File: config.mk
export PLATFORM = sky130hd
export DESIGN_NAME = xlme_mul
export DESIGN_NICKNAME = d
export VERILOG_FILES = /design/src/rtl/xy_lattice_metropolis_engine_unit_macros.svh /design/src/rtl/xlme_pkg.sv /design/src/rtl/xlme_mul.sv
export SDC_FILE = /design/constraint.sdc
export NUM_CORES = 2
export LEC_CHECK = 0
export BUFFER_PORTS_ARGS = -buffer_cell sky130_fd_sc_hd__buf_4
export CAP_MARGIN = 20
export CELL_PAD_IN_SITES_DETAIL_PLACEMENT = 2
export CELL_PAD_IN_SITES_GLOBAL_PLACEMENT = 2
export CORE_UTILIZATION = 45
export DETAILED_ROUTE_END_ITERATION = 6
export MAX_ROUTING_LAYER = met4
export PLACE_DENSITY = 0.94
export SYNTH_ARGS = -nofsm -noshare
export SYNTH_HDL_FRONTEND = slang
export SYNTH_SLANG_ARGS = --single-unit
export TNS_END_PERCENT = 100
File: constraint.sdc
create_clock -name clk -period 14.1 [get_ports clk]
set_input_delay 1.41 -clock clk [delete_from_list [all_inputs] [get_ports clk]]
set_output_delay 1.41 -clock clk [all_outputs]
set_load 0.01 [all_outputs]
File: src/rtl/xy_lattice_metropolis_engine_unit_macros.svh
// Assertion macros shared by the lattice engine RTL.
// Relies on clk and rst_n being in scope at the point of use.
`ifndef XY_LATTICE_METROPOLIS_ENGINE_UNIT_MACROS_SVH
`define XY_LATTICE_METROPOLIS_ENGINE_UNIT_MACROS_SVH
`ifndef SYNTHESIS
`define XLME_ASSERT_SAME(label, ante, cons) \
    label: assert property (@(posedge clk) disable iff (!rst_n) (ante) |-> (cons)) \
        else $error("same-cycle check failed");
`define XLME_ASSERT_NEXT(label, ante, cons) \
    label: assert property (@(posedge clk) disable iff (!rst_n) (ante) |=> (cons)) \
        else $error("next-cycle check failed");
`else
`define XLME_ASSERT_SAME(label, ante, cons)
`define XLME_ASSERT_NEXT(label, ante, cons)
`endif
`endif

File: src/rtl/xlme_pkg.sv
// Shared constants, types and tables for the XY lattice Metropolis engine.
// No dependencies.
package xlme_pkg;

    localparam int SIDE_BITS    = 6;
    localparam int ADDR_BITS    = 2 * SIDE_BITS;
    localparam int SITES        = 1 << ADDR_BITS;
    localparam int ANGLE_BITS   = 16;
    localparam int CORDIC_STEPS = 14;
    localparam int STEP_BITS    = 4;
    localparam int CORE_W       = 18;
    localparam int TRIG_W       = 17;
    localparam int MUL_W        = 33;
    localparam int PROD_W       = 2 * MUL_W;
    localparam int DELTA_W      = 20;
    localparam int MAG_W        = 17;
    localparam int SUM_W        = ADDR_BITS + TRIG_W;
    localparam int Y_W          = 37;
    // a fully aligned lattice squares to exactly 2^54
    localparam int SQ_W         = 55;
    localparam int MAG_SHIFT    = 2 * ADDR_BITS + 14;
    localparam int READ_SLOTS   = 5;

    localparam logic signed [CORE_W-1:0] CORDIC_START = 18'sd19898;
    localparam logic signed [CORE_W-1:0] TRIG_ONE     = 18'sd32768;
    localparam logic signed [MUL_W-1:0]  LOG2E_Q16    = 33'sd94548;
    localparam logic signed [MUL_W-1:0]  ONE_Q30      = 33'sd1073741824;
    localparam logic signed [MUL_W-1:0]  HORNER_START = 33'sd165394;
    localparam logic [4:0]               EXP_BASE_SHIFT = 5'd14;
    localparam int                       EXP_N_LIMIT  = 17;
    localparam logic [MAG_W-1:0]         MAG_LIMIT    = 17'd65536;

    localparam logic [1:0] CMD_WRITE = 2'd0;
    localparam logic [1:0] CMD_TRIAL = 2'd1;
    localparam logic [1:0] CMD_QUERY = 2'd2;

    typedef logic [ANGLE_BITS-1:0]    angle_t;
    typedef logic signed [TRIG_W-1:0] trig_t;

    typedef struct packed {
        logic  done;
        trig_t cos_v;
        trig_t sin_v;
    } trig_res_t;

    // arctangent of 2^-i in 16-bit phase units
    function automatic logic signed [CORE_W-1:0] rot_angle(input logic [STEP_BITS-1:0] i);
        logic signed [CORE_W-1:0] r;
        unique case (i)
            4'd0:    r = 18'sd8192;
            4'd1:    r = 18'sd4836;
            4'd2:    r = 18'sd2555;
            4'd3:    r = 18'sd1297;
            4'd4:    r = 18'sd651;
            4'd5:    r = 18'sd326;
            4'd6:    r = 18'sd163;
            4'd7:    r = 18'sd81;
            4'd8:    r = 18'sd41;
            4'd9:    r = 18'sd20;
            4'd10:   r = 18'sd10;
            4'd11:   r = 18'sd5;
            4'd12:   r = 18'sd3;
            4'd13:   r = 18'sd1;
            default: r = 18'sd0;
        endcase
        return r;
    endfunction

    // Horner coefficients of 2^-f, highest order first, then the constant one
    function automatic logic signed [MUL_W-1:0] horner_coef(input logic [2:0] k);
        logic signed [MUL_W-1:0] c;
        unique case (k)
            3'd0:    c = 33'sd1431684;
            3'd1:    c = 33'sd10327388;
            3'd2:    c = 33'sd59597084;
            3'd3:    c = 33'sd257941252;
            3'd4:    c = 33'sd744261118;
            default: c = ONE_Q30;
        endcase
        return c;
    endfunction

endpackage

File: src/rtl/xlme_mul.sv
// Shared signed multiplier with a registered product.
// Depends on xlme_pkg.
module xlme_mul (
    input  logic                                clk,
    input  logic signed [xlme_pkg::MUL_W-1:0]   a,
    input  logic signed [xlme_pkg::MUL_W-1:0]   b,
    output logic signed [xlme_pkg::PROD_W-1:0]  p
);

    logic signed [xlme_pkg::PROD_W-1:0] p_reg;

    always_ff @(posedge clk)
    begin
        p_reg <= xlme_pkg::PROD_W'(a) * xlme_pkg::PROD_W'(b);
    end

    assign p = p_reg;

endmodule

# Word level (Yosys, flattened, before mapping)

Cells that the tools add are included.

Multiply operators: 1

Operators by type and width:

| operator                     | number |
|---|---|
| multiplier 33 x 33 -> 66 bit | 1 |

Flip-flop bits (word level): 66
Bits of input ports: 67
Output and inout bits: 66
Logic and storage cells: 2

# Logic depth before layout (Yosys ltp)

Word-level depth: 1
Mapped depth: 27
Gate-level depth less buffers: 26

# Worst setup path before layout

Ideal clock, no wire load.

Path type: in2reg
Start point: input a[32] (netlist name)
End point: register p_reg (netlist bit p[62])
Setup time: 0.079 ns
Arrival: 8.567 ns
Required time: 14.021 ns
Setup slack: 5.454 ns
Cell stages on the path: 23
Buffers on the path: 2
Cell sequence: clkbuf_1 > nand2_1 > inv_1 > fa_1 > fa_1 > fa_1 > fa_1 > fa_1 > fa_1 > fa_1 > inv_1 > fa_1 > inv_1 > ha_1 > clkbuf_1 > and3_1 > nand3_1 > nand2b_1 > a2111oi_4 > a211oi_4 > a21o_2 > a21o_1 > a211oi_2

Cells in the longest elaborated chain, start to end: 1

RTL lines:

| item                         | RTL line       | RTL |
|---|---|---|
| start: declaration           | xlme_mul.sv:5  | `input logic signed [xlme_pkg::MUL_W-1:0] a,` |
| multiplier 33 x 33 -> 66 bit | xlme_mul.sv:14 | `p_reg <= xlme_pkg::PROD_W'(a) * xlme_pkg::PROD_W'(b);` |
| end signal: assignment       | xlme_mul.sv:14 |  |
| end: declaration             | xlme_mul.sv:10 | `logic signed [xlme_pkg::PROD_W-1:0] p_reg;` |

Every way passes these cells.

# Worst setup path after layout

Start point: input b[3] (netlist name)
End point: register p_reg (netlist bit p[64])

Cells in the longest elaborated chain, start to end: 1

RTL lines:

| item                         | RTL line       | RTL |
|---|---|---|
| start: declaration           | xlme_mul.sv:6  | `input logic signed [xlme_pkg::MUL_W-1:0] b,` |
| multiplier 33 x 33 -> 66 bit | xlme_mul.sv:14 |  |

Every way passes these cells.

==> impl_metrics.ini <==
[run_status]
status = finished, violations left
violations = DRC

[detailed_routing]
highest_layer = met4
drc = 2
wl_met2_um = 104200
ant_nets = 0
detail_route.wl_per_cell_um = 41.58
met1_length_um = 65320
first_pass_iters = 7
via_per_inst = 6.516
route.met3.wl_um = 25660
drt_wl_total_um = 227200
drtIter0Drc = 4047
vias = 35600

[grt]
grt_pass1_vias = 43590
grt_overflow_total = 0
grt_max_degree = 34
antenna_found_initial = 17
grt_pass1_wl_um = 329000
gr-usage-all-layers_pct = 54.03

[synth]
netlist_instances = 4338
synth_nets = 5767
ys.flop_type = dfxtp_1
synthMuxAreaShare_pct = 0
synthSimpleGateAreaFrac_pct = 15.78
syn_avg_cell_area_um2 = 9.390
yosysUniqueCellTypes = 80
async_reset_ff_share_pct = 0
synth_xor_area_share_pct = 1.462
synth_seq_cells = 66
ys_seq_area_share_pct = 3.244
synth_top_family_by_area = adder cells
synth-edff-count = 0
synth.cell_area_um2 = 40730
synth_compound_area_share_pct = 4.067
synth_fa_ha_area_share_pct = 62.94
yosysWarnings = 0

[placed_design]
place.port_buffers = 132
dpl-instance-area_um2 = 42360
gp_congestion = 0.9071
dpl.hpwl_um = 159800

[timing]
timing.final.max_slew_violations = 0
finalCriticalPeriod_ps = 11190
setup_tns_ps = 0
setup_viol_count_final = 0
tightest_slew_ps = 1041
hold_violations = 0
fmax_mhz = 89.34
maxSlewHeadroom_pct = 30.63
rsz0062_at_grt = no
hold_ws_ps = 1441
fin_crit_sh_pct = 79.39

[clocking]
cts_hold_buf = 0
ctsHtreeMaxLevel = 3
numCtsBuffers = 9
clockBufferDepth = 2
clk_root_buffer_cell = clkbuf_16
cts_sinks = 66
cts_setup_buffers = 0
clk_pin_slew_ps = 90
tritoncts = yes
cts_resized = 0

[floorplanning]
coreArea_um2 = 89060
io-pin-count = 133
initial_core_util_pct = 45.74
die_h_um = 302.9
std_cell_rows = 109
dieArea_um2 = 91730
die_x_um = 302.9

[worst_setup_path]
start_kind = input pin
worstPathMaxFanout = 33
cp-end-kind = register
criticalPathCategory = input pin to register
arrival_ps = 11510
worst_ep_required_time_ps = 14410

[finish]
layout_commonest_cell = fa_1
largest_register_ffs = 66
nNetsFinal = 5694
stdcell_area_um2 = 42790
fin_util_pct = 48.04
drive_above_1_share_pct = 4.450
final_cell_mix = fa_1 (1,145), inv_1 (1,131), and2_1 (562)
areaGrowthSynthToFinish_pct = 5.037
fillers = 9357

[job]
cap_violations = 0

[worst_hold_path]
min_path_type = input pin to register
whs_path_depth = 2
min-delay-start = b[0]
min_to = p[0]$_DFF_P_
[synthesized netlist by cell type, drive strengths merged, types with 3 or more instances]
master	number	share of area (%)
nand4	12	0.20
and2	563	8.7
nand2	551	5.1
a211oi	11	0.27
a211o	6	0.13
a221oi	3	0.11
o211ai	5	0.13
buf	13	0.17
nand2b	12	0.18
or3	3	0.046
a21o	38	0.71
nor3	7	0.086
nor2	68	0.63
a31oi	9	0.15
o31ai	7	0.25
nor4	3	0.083
ha	217	6.7
and4	5	0.11
dfxtp	66	3.2
a21oi	61	0.80
and3	6	0.10
clkbuf	208	1.9
xor2	25	0.54
or2	3	0.046
a21boi	3	0.083
o21ai	33	0.42
nor2b	5	0.077
fa	1145	56
o21bai	11	0.20
xnor2	43	0.92
inv	1131	10
o21a	6	0.11
nand3	26	0.33
[through the flow]
stage               instances  setup slack [ps]
detailed placement       5418              3447
global route             5458              2905
finish                   5463              2906
floorplan                4338              5454
CTS                      5434              3636
global placement         5418              4145
[cells by family (layout without fill, tap and decap cells)]
family | Yosys count | in the layout
compound gates | 219 | 219
xor+xnor | 68 | 68
fa+ha+maj | 1362 | 1362
buf+inv | 1352 | 1284
flops | 66 | 66
other cells | 0 | 28
simple gates | 1271 | 1271
[worst max path at each step]
stage          startpoint       endpoint  slack, ps  cells after the start
3_3_place_gp         b[6]  p[64]$_DFF_P_       4140                     22
3_5_place_dp         b[6]  p[64]$_DFF_P_       3450                     22
5_1_grt             a[32]  p[64]$_DFF_P_       2910                     24
4_1_cts              b[6]  p[64]$_DFF_P_       3640                     22
6_report             b[3]  p[64]$_DFF_P_       2910                     24
2_1_floorplan       a[32]  p[62]$_DFF_P_       5450                     23
[critical path: stages]
cell and delay [ps]:
buf_4 420, nand2_1 340, inv_1 280, fa_1 530, fa_1 560, fa_1 790, inv_1 180, fa_1 930
inv_1 170, fa_1 530, fa_1 540, fa_1 500, inv_1 70, fa_1 900, inv_1 140, ha_1 470
nand4_1 230, nor2_1 310, nand2_1 170, nor3_1 730, o311ai_4 410, nand3_2 290, a211oi_1 110, a311oi_1 420
[cell type report]
type                    instances  area, µm²  share of cell area, %
diodes                         28      70.07                 0.1638
clock buffers                  10      239.0                 0.5585
clock inverters                 6      90.09                 0.2106
inverters                    1131       4245                  9.922
multi-input cells            2920      34320                  80.21
flip-flops and latches         66       1321                  3.088
well taps                    1165       1458                  3.407
repair buffers                137       1046                  2.445
[metal layers]
layer,vias up,global-route usage (%)
met1,18100,47.74
met4,0,58.46
li1,12210,-
met2,3247,80.23
met3,2036,26.34
met5,-,-
Power is left out: the tool's default activity adds up to more than one toggle a clock period on the data nets, which glitch-free logic cannot reach.
