### src/rtl/xy_lattice_metropolis_engine_unit_macros.svh
// Assertion macros shared by the lattice engine RTL.
// Relies on clk and rst_n being in scope at the point of use.
`ifndef XY_LATTICE_METROPOLIS_ENGINE_UNIT_MACROS_SVH
`define XY_LATTICE_METROPOLIS_ENGINE_UNIT_MACROS_SVH
`ifndef SYNTHESIS
`define XLME_ASSERT_SAME(label, ante, cons) \
    label: assert property (@(posedge clk) disable iff (!rst_n) (ante) |-> (cons)) \
        else $error("same-cycle check failed");
`define XLME_ASSERT_NEXT(label, ante, cons) \
    label: assert property (@(posedge clk) disable iff (!rst_n) (ante) |=> (cons)) \
        else $error("next-cycle check failed");
`else
`define XLME_ASSERT_SAME(label, ante, cons)
`define XLME_ASSERT_NEXT(label, ante, cons)
`endif
`endif

### src/rtl/xlme_pkg.sv
// Shared constants, types and tables for the XY lattice Metropolis engine.
// No dependencies.
package xlme_pkg;

    localparam int SIDE_BITS    = 6;
    localparam int ADDR_BITS    = 2 * SIDE_BITS;
    localparam int SITES        = 1 << ADDR_BITS;
    localparam int ANGLE_BITS   = 16;
    localparam int CORDIC_STEPS = 14;
    localparam int STEP_BITS    = 4;
    localparam int CORE_W       = 18;
    localparam int TRIG_W       = 17;
    localparam int MUL_W        = 33;
    localparam int PROD_W       = 2 * MUL_W;
    localparam int DELTA_W      = 20;
    localparam int MAG_W        = 17;
    localparam int SUM_W        = ADDR_BITS + TRIG_W;
    localparam int Y_W          = 37;
    // a fully aligned lattice squares to exactly 2^54
    localparam int SQ_W         = 55;
    localparam int MAG_SHIFT    = 2 * ADDR_BITS + 14;
    localparam int READ_SLOTS   = 5;

    localparam logic signed [CORE_W-1:0] CORDIC_START = 18'sd19898;
    localparam logic signed [CORE_W-1:0] TRIG_ONE     = 18'sd32768;
    localparam logic signed [MUL_W-1:0]  LOG2E_Q16    = 33'sd94548;
    localparam logic signed [MUL_W-1:0]  ONE_Q30      = 33'sd1073741824;
    localparam logic signed [MUL_W-1:0]  HORNER_START = 33'sd165394;
    localparam logic [4:0]               EXP_BASE_SHIFT = 5'd14;
    localparam int                       EXP_N_LIMIT  = 17;
    localparam logic [MAG_W-1:0]         MAG_LIMIT    = 17'd65536;

    localparam logic [1:0] CMD_WRITE = 2'd0;
    localparam logic [1:0] CMD_TRIAL = 2'd1;
    localparam logic [1:0] CMD_QUERY = 2'd2;

    typedef logic [ANGLE_BITS-1:0]    angle_t;
    typedef logic signed [TRIG_W-1:0] trig_t;

    typedef struct packed {
        logic  done;
        trig_t cos_v;
        trig_t sin_v;
    } trig_res_t;

    // arctangent of 2^-i in 16-bit phase units
    function automatic logic signed [CORE_W-1:0] rot_angle(input logic [STEP_BITS-1:0] i);
        logic signed [CORE_W-1:0] r;
        unique case (i)
            4'd0:    r = 18'sd8192;
            4'd1:    r = 18'sd4836;
            4'd2:    r = 18'sd2555;
            4'd3:    r = 18'sd1297;
            4'd4:    r = 18'sd651;
            4'd5:    r = 18'sd326;
            4'd6:    r = 18'sd163;
            4'd7:    r = 18'sd81;
            4'd8:    r = 18'sd41;
            4'd9:    r = 18'sd20;
            4'd10:   r = 18'sd10;
            4'd11:   r = 18'sd5;
            4'd12:   r = 18'sd3;
            4'd13:   r = 18'sd1;
            default: r = 18'sd0;
        endcase
        return r;
    endfunction

    // Horner coefficients of 2^-f, highest order first, then the constant one
    function automatic logic signed [MUL_W-1:0] horner_coef(input logic [2:0] k);
        logic signed [MUL_W-1:0] c;
        unique case (k)
            3'd0:    c = 33'sd1431684;
            3'd1:    c = 33'sd10327388;
            3'd2:    c = 33'sd59597084;
            3'd3:    c = 33'sd257941252;
            3'd4:    c = 33'sd744261118;
            default: c = ONE_Q30;
        endcase
        return c;
    endfunction

endpackage

### src/rtl/xlme_cordic.sv
// Iterative rotation CORDIC: cos and sin of a 16-bit phase, one step a cycle.
// Depends on xlme_pkg.
module xlme_cordic (
    input  logic                 clk,
    input  logic                 rst_n,
    input  logic                 start,
    input  xlme_pkg::angle_t     phase,
    output xlme_pkg::trig_res_t  res
);

    logic signed [xlme_pkg::CORE_W-1:0] x_reg, y_reg, z_reg;
    logic signed [xlme_pkg::CORE_W-1:0] x_next, y_next, z_next;
    logic [xlme_pkg::STEP_BITS-1:0]     step_reg, step_next;
    logic                               busy_reg, busy_next;
    logic                               done_reg, done_next;
    logic                               flip_reg, flip_next;

    logic                               flip_in;
    xlme_pkg::angle_t                   folded;
    logic signed [xlme_pkg::CORE_W-1:0] dx, dy, rot;
    logic signed [xlme_pkg::CORE_W-1:0] xc, yc;

    // second and third quadrant fold onto the first and fourth by a half turn
    assign flip_in = phase[xlme_pkg::ANGLE_BITS-1] ^ phase[xlme_pkg::ANGLE_BITS-2];
    assign folded  = flip_in ? (phase ^ {1'b1, {(xlme_pkg::ANGLE_BITS-1){1'b0}}}) : phase;
    assign dx      = y_reg >>> step_reg;
    assign dy      = x_reg >>> step_reg;
    assign rot     = xlme_pkg::rot_angle(step_reg);

    always_comb
    begin
        x_next    = x_reg;
        y_next    = y_reg;
        z_next    = z_reg;
        step_next = step_reg;
        busy_next = busy_reg;
        flip_next = flip_reg;
        done_next = 1'b0;
        if (start)
        begin
            x_next    = xlme_pkg::CORDIC_START;
            y_next    = '0;
            z_next    = xlme_pkg::CORE_W'($signed(folded));
            step_next = '0;
            busy_next = 1'b1;
            flip_next = flip_in;
        end
        else if (busy_reg)
        begin
            if (!z_reg[xlme_pkg::CORE_W-1])
            begin
                x_next = x_reg - dx;
                y_next = y_reg + dy;
                z_next = z_reg - rot;
            end
            else
            begin
                x_next = x_reg + dx;
                y_next = y_reg - dy;
                z_next = z_reg + rot;
            end
            step_next = step_reg + 1'b1;
            if (step_reg == xlme_pkg::STEP_BITS'(xlme_pkg::CORDIC_STEPS - 1))
            begin
                busy_next = 1'b0;
                done_next = 1'b1;
            end
        end
    end

    always_ff @(posedge clk or negedge rst_n)
    begin
        if (!rst_n)
        begin
            busy_reg <= 1'b0;
            done_reg <= 1'b0;
            step_reg <= '0;
        end
        else
        begin
            busy_reg <= busy_next;
            done_reg <= done_next;
            step_reg <= step_next;
        end
    end

    always_ff @(posedge clk)
    begin
        x_reg    <= x_next;
        y_reg    <= y_next;
        z_reg    <= z_next;
        flip_reg <= flip_next;
    end

    always_comb
    begin
        xc = x_reg;
        yc = y_reg;
        if (xc > xlme_pkg::TRIG_ONE)  xc = xlme_pkg::TRIG_ONE;
        if (xc < -xlme_pkg::TRIG_ONE) xc = -xlme_pkg::TRIG_ONE;
        if (yc > xlme_pkg::TRIG_ONE)  yc = xlme_pkg::TRIG_ONE;
        if (yc < -xlme_pkg::TRIG_ONE) yc = -xlme_pkg::TRIG_ONE;
        if (flip_reg)
        begin
            xc = -xc;
            yc = -yc;
        end
    end

    assign res.done  = done_reg;
    assign res.cos_v = xc[xlme_pkg::TRIG_W-1:0];
    assign res.sin_v = yc[xlme_pkg::TRIG_W-1:0];

endmodule

### config.mk
export PLATFORM = sky130hd
export DESIGN_NAME = xlme_cordic
export DESIGN_NICKNAME = d
export VERILOG_FILES = /design/src/rtl/xy_lattice_metropolis_engine_unit_macros.svh /design/src/rtl/xlme_pkg.sv /design/src/rtl/xlme_cordic.sv
export SDC_FILE = /design/constraint.sdc
export NUM_CORES = 1
export LEC_CHECK = 0
export BUFFER_PORTS_ARGS = -buffer_cell sky130_fd_sc_hd__clkbuf_2
export CORE_ASPECT_RATIO = 1.25
export CORE_MARGIN = 5
export CORE_UTILIZATION = 50
export CTS_CLUSTER_SIZE = 10
export DETAILED_ROUTE_END_ITERATION = 8
export HOLD_SLACK_MARGIN = 0.1
export PLACE_DENSITY_LB_ADDON = 0.08
export SYNTH_ARGS = -nofsm -noshare
export SYNTH_HDL_FRONTEND = slang
export SYNTH_SLANG_ARGS = --single-unit
### constraint.sdc
create_clock -name clk -period 13.53 [get_ports clk]
set_input_delay 2.706 -clock clk [delete_from_list [all_inputs] [get_ports clk]]
set_output_delay 2.706 -clock clk [all_outputs]
set_load 0.01 [all_outputs]
[After elaboration in Yosys (flattened, before gate mapping)]
Memories as Yosys holds them, arrays and structs flattened.
Cells that the tools add are included.
Storage, ports and cells
  ROM bits: 224
  register bits: 61
  memories: 1
  word-level logic and storage cells: 47
Memory list
  (no name shown): words 16, bits a word 14, read ports 1, clocked after memory_dff 0, write ports 0, line xlme_pkg.sv:49  | unique case (i)
Operators by class
  mux-type cells: 20
  magnitude comparators: 4
  equality and inequality tests: 1
  shifts and indexed selects: 2
  reduce and logical (&&, ||, !) cells: 1
  add/subtract/negate cells: 9
  bitwise logic cells: 2
Operators with widths (count)
  18-bit 2-to-1 mux: 7
  17-bit 2-to-1 mux: 4
  18-bit adder: 3
  18-bit subtractor: 3
  18-bit by 17-bit > comparator with 1-bit output (second input constant): 2
  18-bit by 16-bit < comparator with 1-bit output (second input constant): 2
  18-bit by 4-bit >>> shifter with 18-bit output: 2
  17-bit negation: 2
  16-bit 2-to-1 mux: 1
  4-bit 2-to-1 mux: 2
  1-bit 2-to-1 mux: 6
  4-bit by 1-bit adder with 4-bit output (second input constant): 1
  4-bit == test (second input constant): 1
  2-bit nonzero test: 1
  1-bit inverter: 1
  1-bit bitwise XOR: 1

[Longest topological paths before layout]
Gate-level depths: netlist of the first run.
  word-level depth: 6
  gate-level depth with buffers: 25
  gate-level depth less buffers: 21

[Worst setup path after synthesis of the first run]
Ideal clock, no wire load.
  kind: reg2out
  from: register y_reg[2] (netlist name)
  to: output port res[10] (netlist name)
  cell stages (with the launch flop): 15
  buffers on the path: 2
  slack: 7.098 ns
  required time: 10.824 ns
  data arrival time: 3.726 ns
  cells stage by stage: dfxtp_1 > buf_6 > or4_4 > or3_4 > or4_4 > nand2b_1 > or2_1 > and2_4 > o31ai_4 > nand2_1 > ha_1 > nor2b_1 > clkbuf_1 > a211oi_1 > a311oi_1
RTL lines
  start, declared: line xlme_cordic.sv:11  | logic signed [xlme_pkg::CORE_W-1:0] x_reg, y_reg, z_reg;
  start signal, assigned: line xlme_cordic.sv:90  | y_reg <= y_next;
  end, declared: line xlme_cordic.sv:8  | output xlme_pkg::trig_res_t res

==> run_results.csv, run 1 <==
group,metric,value,unit
timing,hold_viol,0,
clock_tree,cts.clk_slew.worst_paths,0.06,ns
timing,setup_ws,6.26,ns
worst_setup_path,crit_path_start_kind,"flip-flop",
logic_synthesis,syn_inst,1104,
placed_design,pre_cts_slack,6.60,ns
timing,drv_slew,0,
logic_synthesis,ys.flop_type,"dfxtp_1",
timing,holdWs,0.581,ns
worst_setup_path,crit_path_top_delay_cell,"or4_4",
worst_setup_path,crit_type,"reg -> out",
grt,grt_pass1_wl,40500,um
logic_synthesis,synth_top_area_share,9.12,%
placed_design,port_buffers,53,
logic_synthesis,synth-compound-area-share,23.0,%
grt,gr-usage-all-layers,24.7,%
detailed_routing,postRouteWirelength,24600,um
hold_path,worstHoldPathCells,2,
worst_setup_path,critPathMaxStageDelay,0.59,ns
logic_synthesis,synth-edff-count,19,
worst_setup_path,cp.buffers_inverters,1,
flow_run,maxCapViolations,0,
clock_tree,ctsLongestPathBuffers,2,
final_layout,fillers,1671,
logic_synthesis,ys_ff_latch,61,
timing,period_needed,7.27,ns
clock_tree,cts_made_buffers,9,
placed_design,placed_area,0.00906,sq mm
logic_synthesis,synth-simple-area-share,19.7,%
final_layout,syn_to_final_growth,6.64,%
detailed_routing,vias_per_cell,6.18,
logic_synthesis,synth-seq-area-share,16.4,%
logic_synthesis,synth-async-reset-ratio,9.84,%
clock_tree,cts_setup_buffers,0,
timing,grt_setup_unrepaired,"no",
detailed_routing,antenna_left,0,
worst_setup_path,crit_path_max_fanout,11,
worst_setup_path,arrival,4.57,ns
floorplanning,die_x,129,um
worst_setup_path,cp-end-kind,"output pin",
timing,fin_setup_tns,0,ns
detailed_routing,vias,8204,
final_layout,diodes,0,
floorplanning,fp.coreArea,0.0174,sq mm
detailed_routing,drtPass1Iterations,5,
worst_setup_path,crit_cells,14,
logic_synthesis,synth_area,0.00878,sq mm
clock_tree,cts_tree,"built",
logic_synthesis,yosys-top-cells-area,"ha_1, dfxtp_1, edfxtp_1, mux2i_1, mux4_2",
logic_synthesis,synth_common_cells,"nor2_1, nand2_1, o21ai_0",
grt,antenna_found_initial,0,
floorplanning,row_count,54,
logic_synthesis,yosysTopAreaCell,"ha_1",
logic_synthesis,synth_fp_nets,1190,
detailed_routing,drt_iter0_drc,562,
logic_synthesis,synth_mux_area_share,15.6,%
detailed_routing,drc_errors,0,
placed_design,dp.final_hpwl,17800,um
grt,grt_pass1_vias,7949,
clock_tree,cts_num_sinks,61,
placed_design,gp_congestion,0.921,
worst_setup_path,path_cells,"or4_4, or3_4, or4_4, nand2b_1, or2_1, and2_4, o31ai_4, nand2_1, ha_1, nor2b_1, nor2_2, a41o_1, a21oi_2, clkbuf_2",
detailed_routing,avgRoutedWirePerCell,18.5,um
floorplanning,start_util,50.6,%
logic_synthesis,synth-xor-area-share,9.68,%
worst_setup_path,cp_top_family,"simple AND/OR/NAND/NOR gates",
worst_setup_path,crit_top_cell,"or4_4",
floorplanning,ios,54,
final_layout,fin_area,0.00936,sq mm
logic_synthesis,synth.most_common_cell,"nor2_1",
logic_synthesis,yosys_warnings,0,
logic_synthesis,avgSynthCellArea,7.95,sq um
clock_tree,postCtsResizedCells,0,
floorplanning,die_area,0.0203,sq mm
grt,grt_max_degree,63,
timing,worst_pin_slew,0.781,ns
timing,period_share,53.8,%
final_layout,finalNetCount,1184,
worst_setup_path,reg2reg_slack,7.80,ns
hold_path,hold_path.class,"reg -> reg",
floorplanning,chipHeight,158,um
grt,overflow,0,
worst_setup_path,worst-r2r-cell-count,19,
logic_synthesis,ys_types,83,
timing,final-setup-viol-count,0,
final_layout,drive_gt1_share,13.5,%
clock_tree,holdBufCountCts,0,
status,status,"finished clean",
logic_synthesis,synth_top_family_by_area,"compound AO/OA/AOI/OAI gates",
clock_tree,h-tree-depth,3,
timing,slew-limit-headroom,47.9,%
timing,timing.fmax,137,MHz
timing,skew,0.00755,ns
clock_tree,cts-root-buf,"clkbuf_16",
worst_setup_path,critPathRequiredTime,10.82,ns
logic_synthesis,synthAdderAreaFrac,9.81,%
clock_tree,clkLatencyLatePin,0.34,ns
metrics by stage:
stage               instances  utilization [%]
floorplan                1104                -
global placement         1311             52.2
detailed placement       1311             52.2
CTS                      1327             53.9
global route             1327             53.9
finish                   1327             53.9
final timing paths:
kind                             startpoint          end
worst max-delay path               y_reg[2]       res[4]
min in group asynchronous             rst_n     done_reg
max in group asynchronous             rst_n  step_reg[3]
worst max register to register  step_reg[1]    y_reg[17]
worst min register to register    x_reg[17]    x_reg[17]
worst min-delay path              x_reg[17]    x_reg[17]
layout make-up:
class / instances / area, sq um / area share, %
Clock buffer: 9 / 225 / 2.41
Clock inverter: 7 / 75.1 / 0.802
Inverter: 34 / 128 / 1.36
Multi-Input combinational cell: 924 / 6830 / 73.0
Sequential cell: 61 / 1450 / 15.4
Tap cell: 224 / 280 / 2.99
Timing Repair Buffer: 68 / 378 / 4.04
cell families after synthesis:
logic type / Yosys count
AOI/OAI and AO/OA: 304
xor gates and xnor gates: 97
adders and majority gates: 67
buffers and inverters: 119
DFF: 61
muxes: 93
and+or+nand+nor: 363
cell usage in the layout (no fill, tap or decap), types with 5 or more instances in the layout:
master / netlist / layout
a211oi_1: 21 / 21
mux4_2: 20 / 20
nand2_1: 94 / 94
a21o_1: 20 / 20
dfxtp_1: 36 / 36
xor2_1: 48 / 48
clkbuf_2: 0 / 53
mux2i_1: 45 / 45
o21ai_0: 73 / 73
edfxtp_1: 19 / 19
o31ai_1: 9 / 9
nor2b_1: 18 / 18
nand2b_1: 12 / 12
a31oi_1: 14 / 14
ha_1: 64 / 64
nand3_1: 24 / 24
buf_4: 2 / 15
xnor2_1: 49 / 49
and2_1: 7 / 7
o21bai_1: 7 / 7
a21oi_1: 71 / 71
a211o_1: 6 / 6
or2_2: 8 / 8
mux4_1: 10 / 10
o211ai_1: 7 / 7
clkbuf_16: 0 / 9
nor3_1: 40 / 40
mux2_2: 16 / 16
o21a_1: 15 / 15
a21boi_0: 7 / 7
nor2_1: 117 / 117
inv_1: 33 / 33
and3_1: 7 / 7
or3_1: 12 / 12
o41ai_1: 5 / 5
routing by layer:
metal | vias to the layer above | global-route usage (%) | part of all wire, %
li1 | 4043 | - | -
met1 | 3895 | 30.3 | 42
met2 | 220 | 43.8 | 50
met3 | 46 | 3.27 | 4.4
met4 | 0 | 9.70 | 3.3
met5 | - | 0 | 0
worst reg2reg max path, delay by kind of cell (launching register included):
kind / cells / cell delay (ns)
buf+inv: 1 / 0.60
xor+xnor: 2 / 0.26
compound gates: 8 / 1.81
mux: 2 / 0.98
simple gates: 5 / 1.32
flops: 1 / 0.34
fa+ha+maj: 1 / 0.34
Power of run 1 is not shown: default switching activity piles up to over one toggle a cycle in this logic, so the estimate is an artifact.
==> run 2, diff against run 1 <==
==> constraint.sdc (replaced) <==
create_clock -name clk -period 5.9 [get_ports clk]
set_input_delay 1.18 -clock clk [delete_from_list [all_inputs] [get_ports clk]]
set_output_delay 1.18 -clock clk [all_outputs]
set_load 0.01 [all_outputs]
==> run_results.csv, run 2 (synthesized netlist as in run 1, its figures left out) <==
group,metric,value,unit
clock_tree,cts.clk_slew.worst_paths,0.06,ns
timing,holdWs,0.632,ns
worst_setup_path,crit_type,"reg -> out",
grt,grt-busiest-layer,"met2",
detailed_routing,drtPass1Iterations,5,
final_layout,final_common_cell,"nor2_1",
worst_setup_path,critPathRequiredTime,4.72,ns
timing,period_needed,5.60,ns
detailed_routing,drc_errors,0,
clock_tree,cts-root-buf,"clkbuf_16",
clock_tree,cts_made_buffers,9,
detailed_routing,drt_iter0_drc,568,
grt,grt_pass1_vias,8070,
clock_tree,cts_tree,"built",
grt,grtUsageMet3,3.27,%
grt,overflow,0,
worst_setup_path,cp_top_family,"simple AND/OR/NAND/NOR gates",
final_layout,final_cell_mix,"nor2_1, nand2_1, o21ai_0",
detailed_routing,avgRoutedWirePerCell,18.9,um
detailed_routing,vias,8318,
grt,met2_usage,45.6,%
worst_setup_path,path_cells,"or4_4, or3_4, or4_4, nand2b_1, or2_1, and2_4, o31ai_4, nand2_1, ha_1, nor2b_2, nor2_2, a41o_1, a21oi_2, clkbuf_2",
floorplanning,ios,54,
grt,gr-usage-all-layers,25.2,%
timing,hold_viol,0,
floorplanning,die_x,129,um
clock_tree,ctsLongestPathBuffers,2,
placed_design,dp.final_hpwl,18900,um
floorplanning,start_util,50.6,%
worst_setup_path,crit_top_cell,"or4_4",
flow_run,maxCapViolations,0,
worst_setup_path,crit_path_max_fanout,11,
placed_design,gp_congestion,0.932,
final_layout,drive_gt1_share,14.4,%
status,status,"finished clean",
clock_tree,h-tree-depth,3,
worst_setup_path,critPathMaxStageDelay,0.61,ns
detailed_routing,postRouteWirelength,25300,um
timing,drv_slew,0,
final_layout,diodes,0,
detailed_routing,antenna_left,0,
detailed_routing,vias_per_cell,6.21,
final_layout,syn_to_final_growth,7.85,%
pwr,vdd_drop_max,0.303,mV
floorplanning,chipHeight,158,um
timing,fin_setup_tns,0,ns
worst_setup_path,rr_startpoint,"step_reg[0]",
clock_tree,cts_num_sinks,61,
grt,grt_max_degree,53,
worst_setup_path,cp-end-kind,"output pin",
floorplanning,row_count,54,
timing,worst_pin_slew,0.697,ns
worst_setup_path,crit_path_top_delay_cell,"or4_4",
grt,gr-usage-met1,30.2,%
worst_setup_path,crit_path_start_kind,"flip-flop",
worst_setup_path,cp.buffers_inverters,1,
floorplanning,fp.coreArea,0.0174,sq mm
grt,grt_pass1_wl,41100,um
worst_setup_path,worstSetupStartpoint,"y_reg[2]",
final_layout,finalNetCount,1197,
timing,timing.fmax,179,MHz
pwr,p_per_area,731,mW/mm^2
timing,period_share,94.9,%
placed_design,port_buffers,53,
worst_setup_path,arrival,4.42,ns
pwr,p_leak,4.02,nW
clock_tree,clkLatencyLatePin,0.35,ns
timing,grt_setup_unrepaired,"no",
timing,skew,0.00313,ns
hold_path,hp-start,"x_reg[2]",
grt,antenna_found_initial,0,
timing,final-setup-viol-count,0,
hold_path,hold_path.class,"reg -> reg",
timing,slew-limit-headroom,53.5,%
floorplanning,die_area,0.0203,sq mm
clock_tree,holdBufCountCts,0,
==> run 2: worst paths after layout <==
kind	endpoint	slack [ns]	depth (start not counted)
max in group asynchronous	step_reg[3]	5.05	1
worst min-delay path	x_reg[2]	0.63	2
min in group asynchronous	done_reg	0.66	1
worst max-delay path	res[4]	0.30	14
worst max register to register	y_reg[17]	0.66	18
worst min register to register	x_reg[2]	0.63	2
==> run 2: repair_timing <==
item,in CTS,in global routing
endpoints found under the setup margin,0,2
setup buffers,0,0
gates resized for setup,0,1
==> run 2: worst reg2reg max path, stage by stage (launching register included) <==
cell	delay, ns
dfrtp_2	0.77
mux4_1	0.68
mux2_2	0.29
or3_1	0.34
o21ai_0	0.14
nand4_1	0.20
nor3_1	0.27
a21oi_1	0.12
xnor2_1	0.14
o21ai_0	0.21
ha_1	0.32
and3_1	0.18
a21oi_1	0.09
o21ai_0	0.14
o41a_1	0.36
a211oi_1	0.29
xor2_1	0.13
or3_1	0.32
a21oi_1	0.15
==> run 2: cell type report <==
cell class                 instances  area (sq um)
fill                            1730          7900
multi-input combinational        924          6830
timing repair buffer              81           488
inverter                          34           128
sequential                        61          1450
tap                              224           280
clock inverter                     4          47.5
clock buffer                      12           246
==> run 2: through the flow <==
stage / setup WS (ns) / utilization, % / cells / instance area [sq um] / total power [mW]
2_1_floorplan: 0.994 / - / 1104 / 8780 / 5.19
3_3_place_gp: 0.523 / 52.8 / 1324 / 9170 / 6.32
3_5_place_dp: 0.556 / 52.8 / 1324 / 9170 / 6.33
4_1_cts: 0.170 / 54.5 / 1340 / 9470 / 6.94
5_1_grt: 0.0517 / 54.5 / 1340 / 9470 / 7.68
6_report: 0.302 / 54.5 / 1340 / 9470 / 6.92
==> run 2: power by group <==
part / internal [mW] / total [mW] / switching (mW)
clock: 0.337 / 0.547 / 0.209
combinational: 2.48 / 5.37 / 2.89
sequential: 0.658 / 1.01 / 0.348
==> run 2: routing by layer <==
metal / wire length, um / up-vias
met3: 1200 / 55
li1: - / 4065
met2: 12900 / 233
met4: 784 / 0
met1: 10500 / 3965
met5: 0 / -
Note: power is estimated with default switching activity, not from simulation.
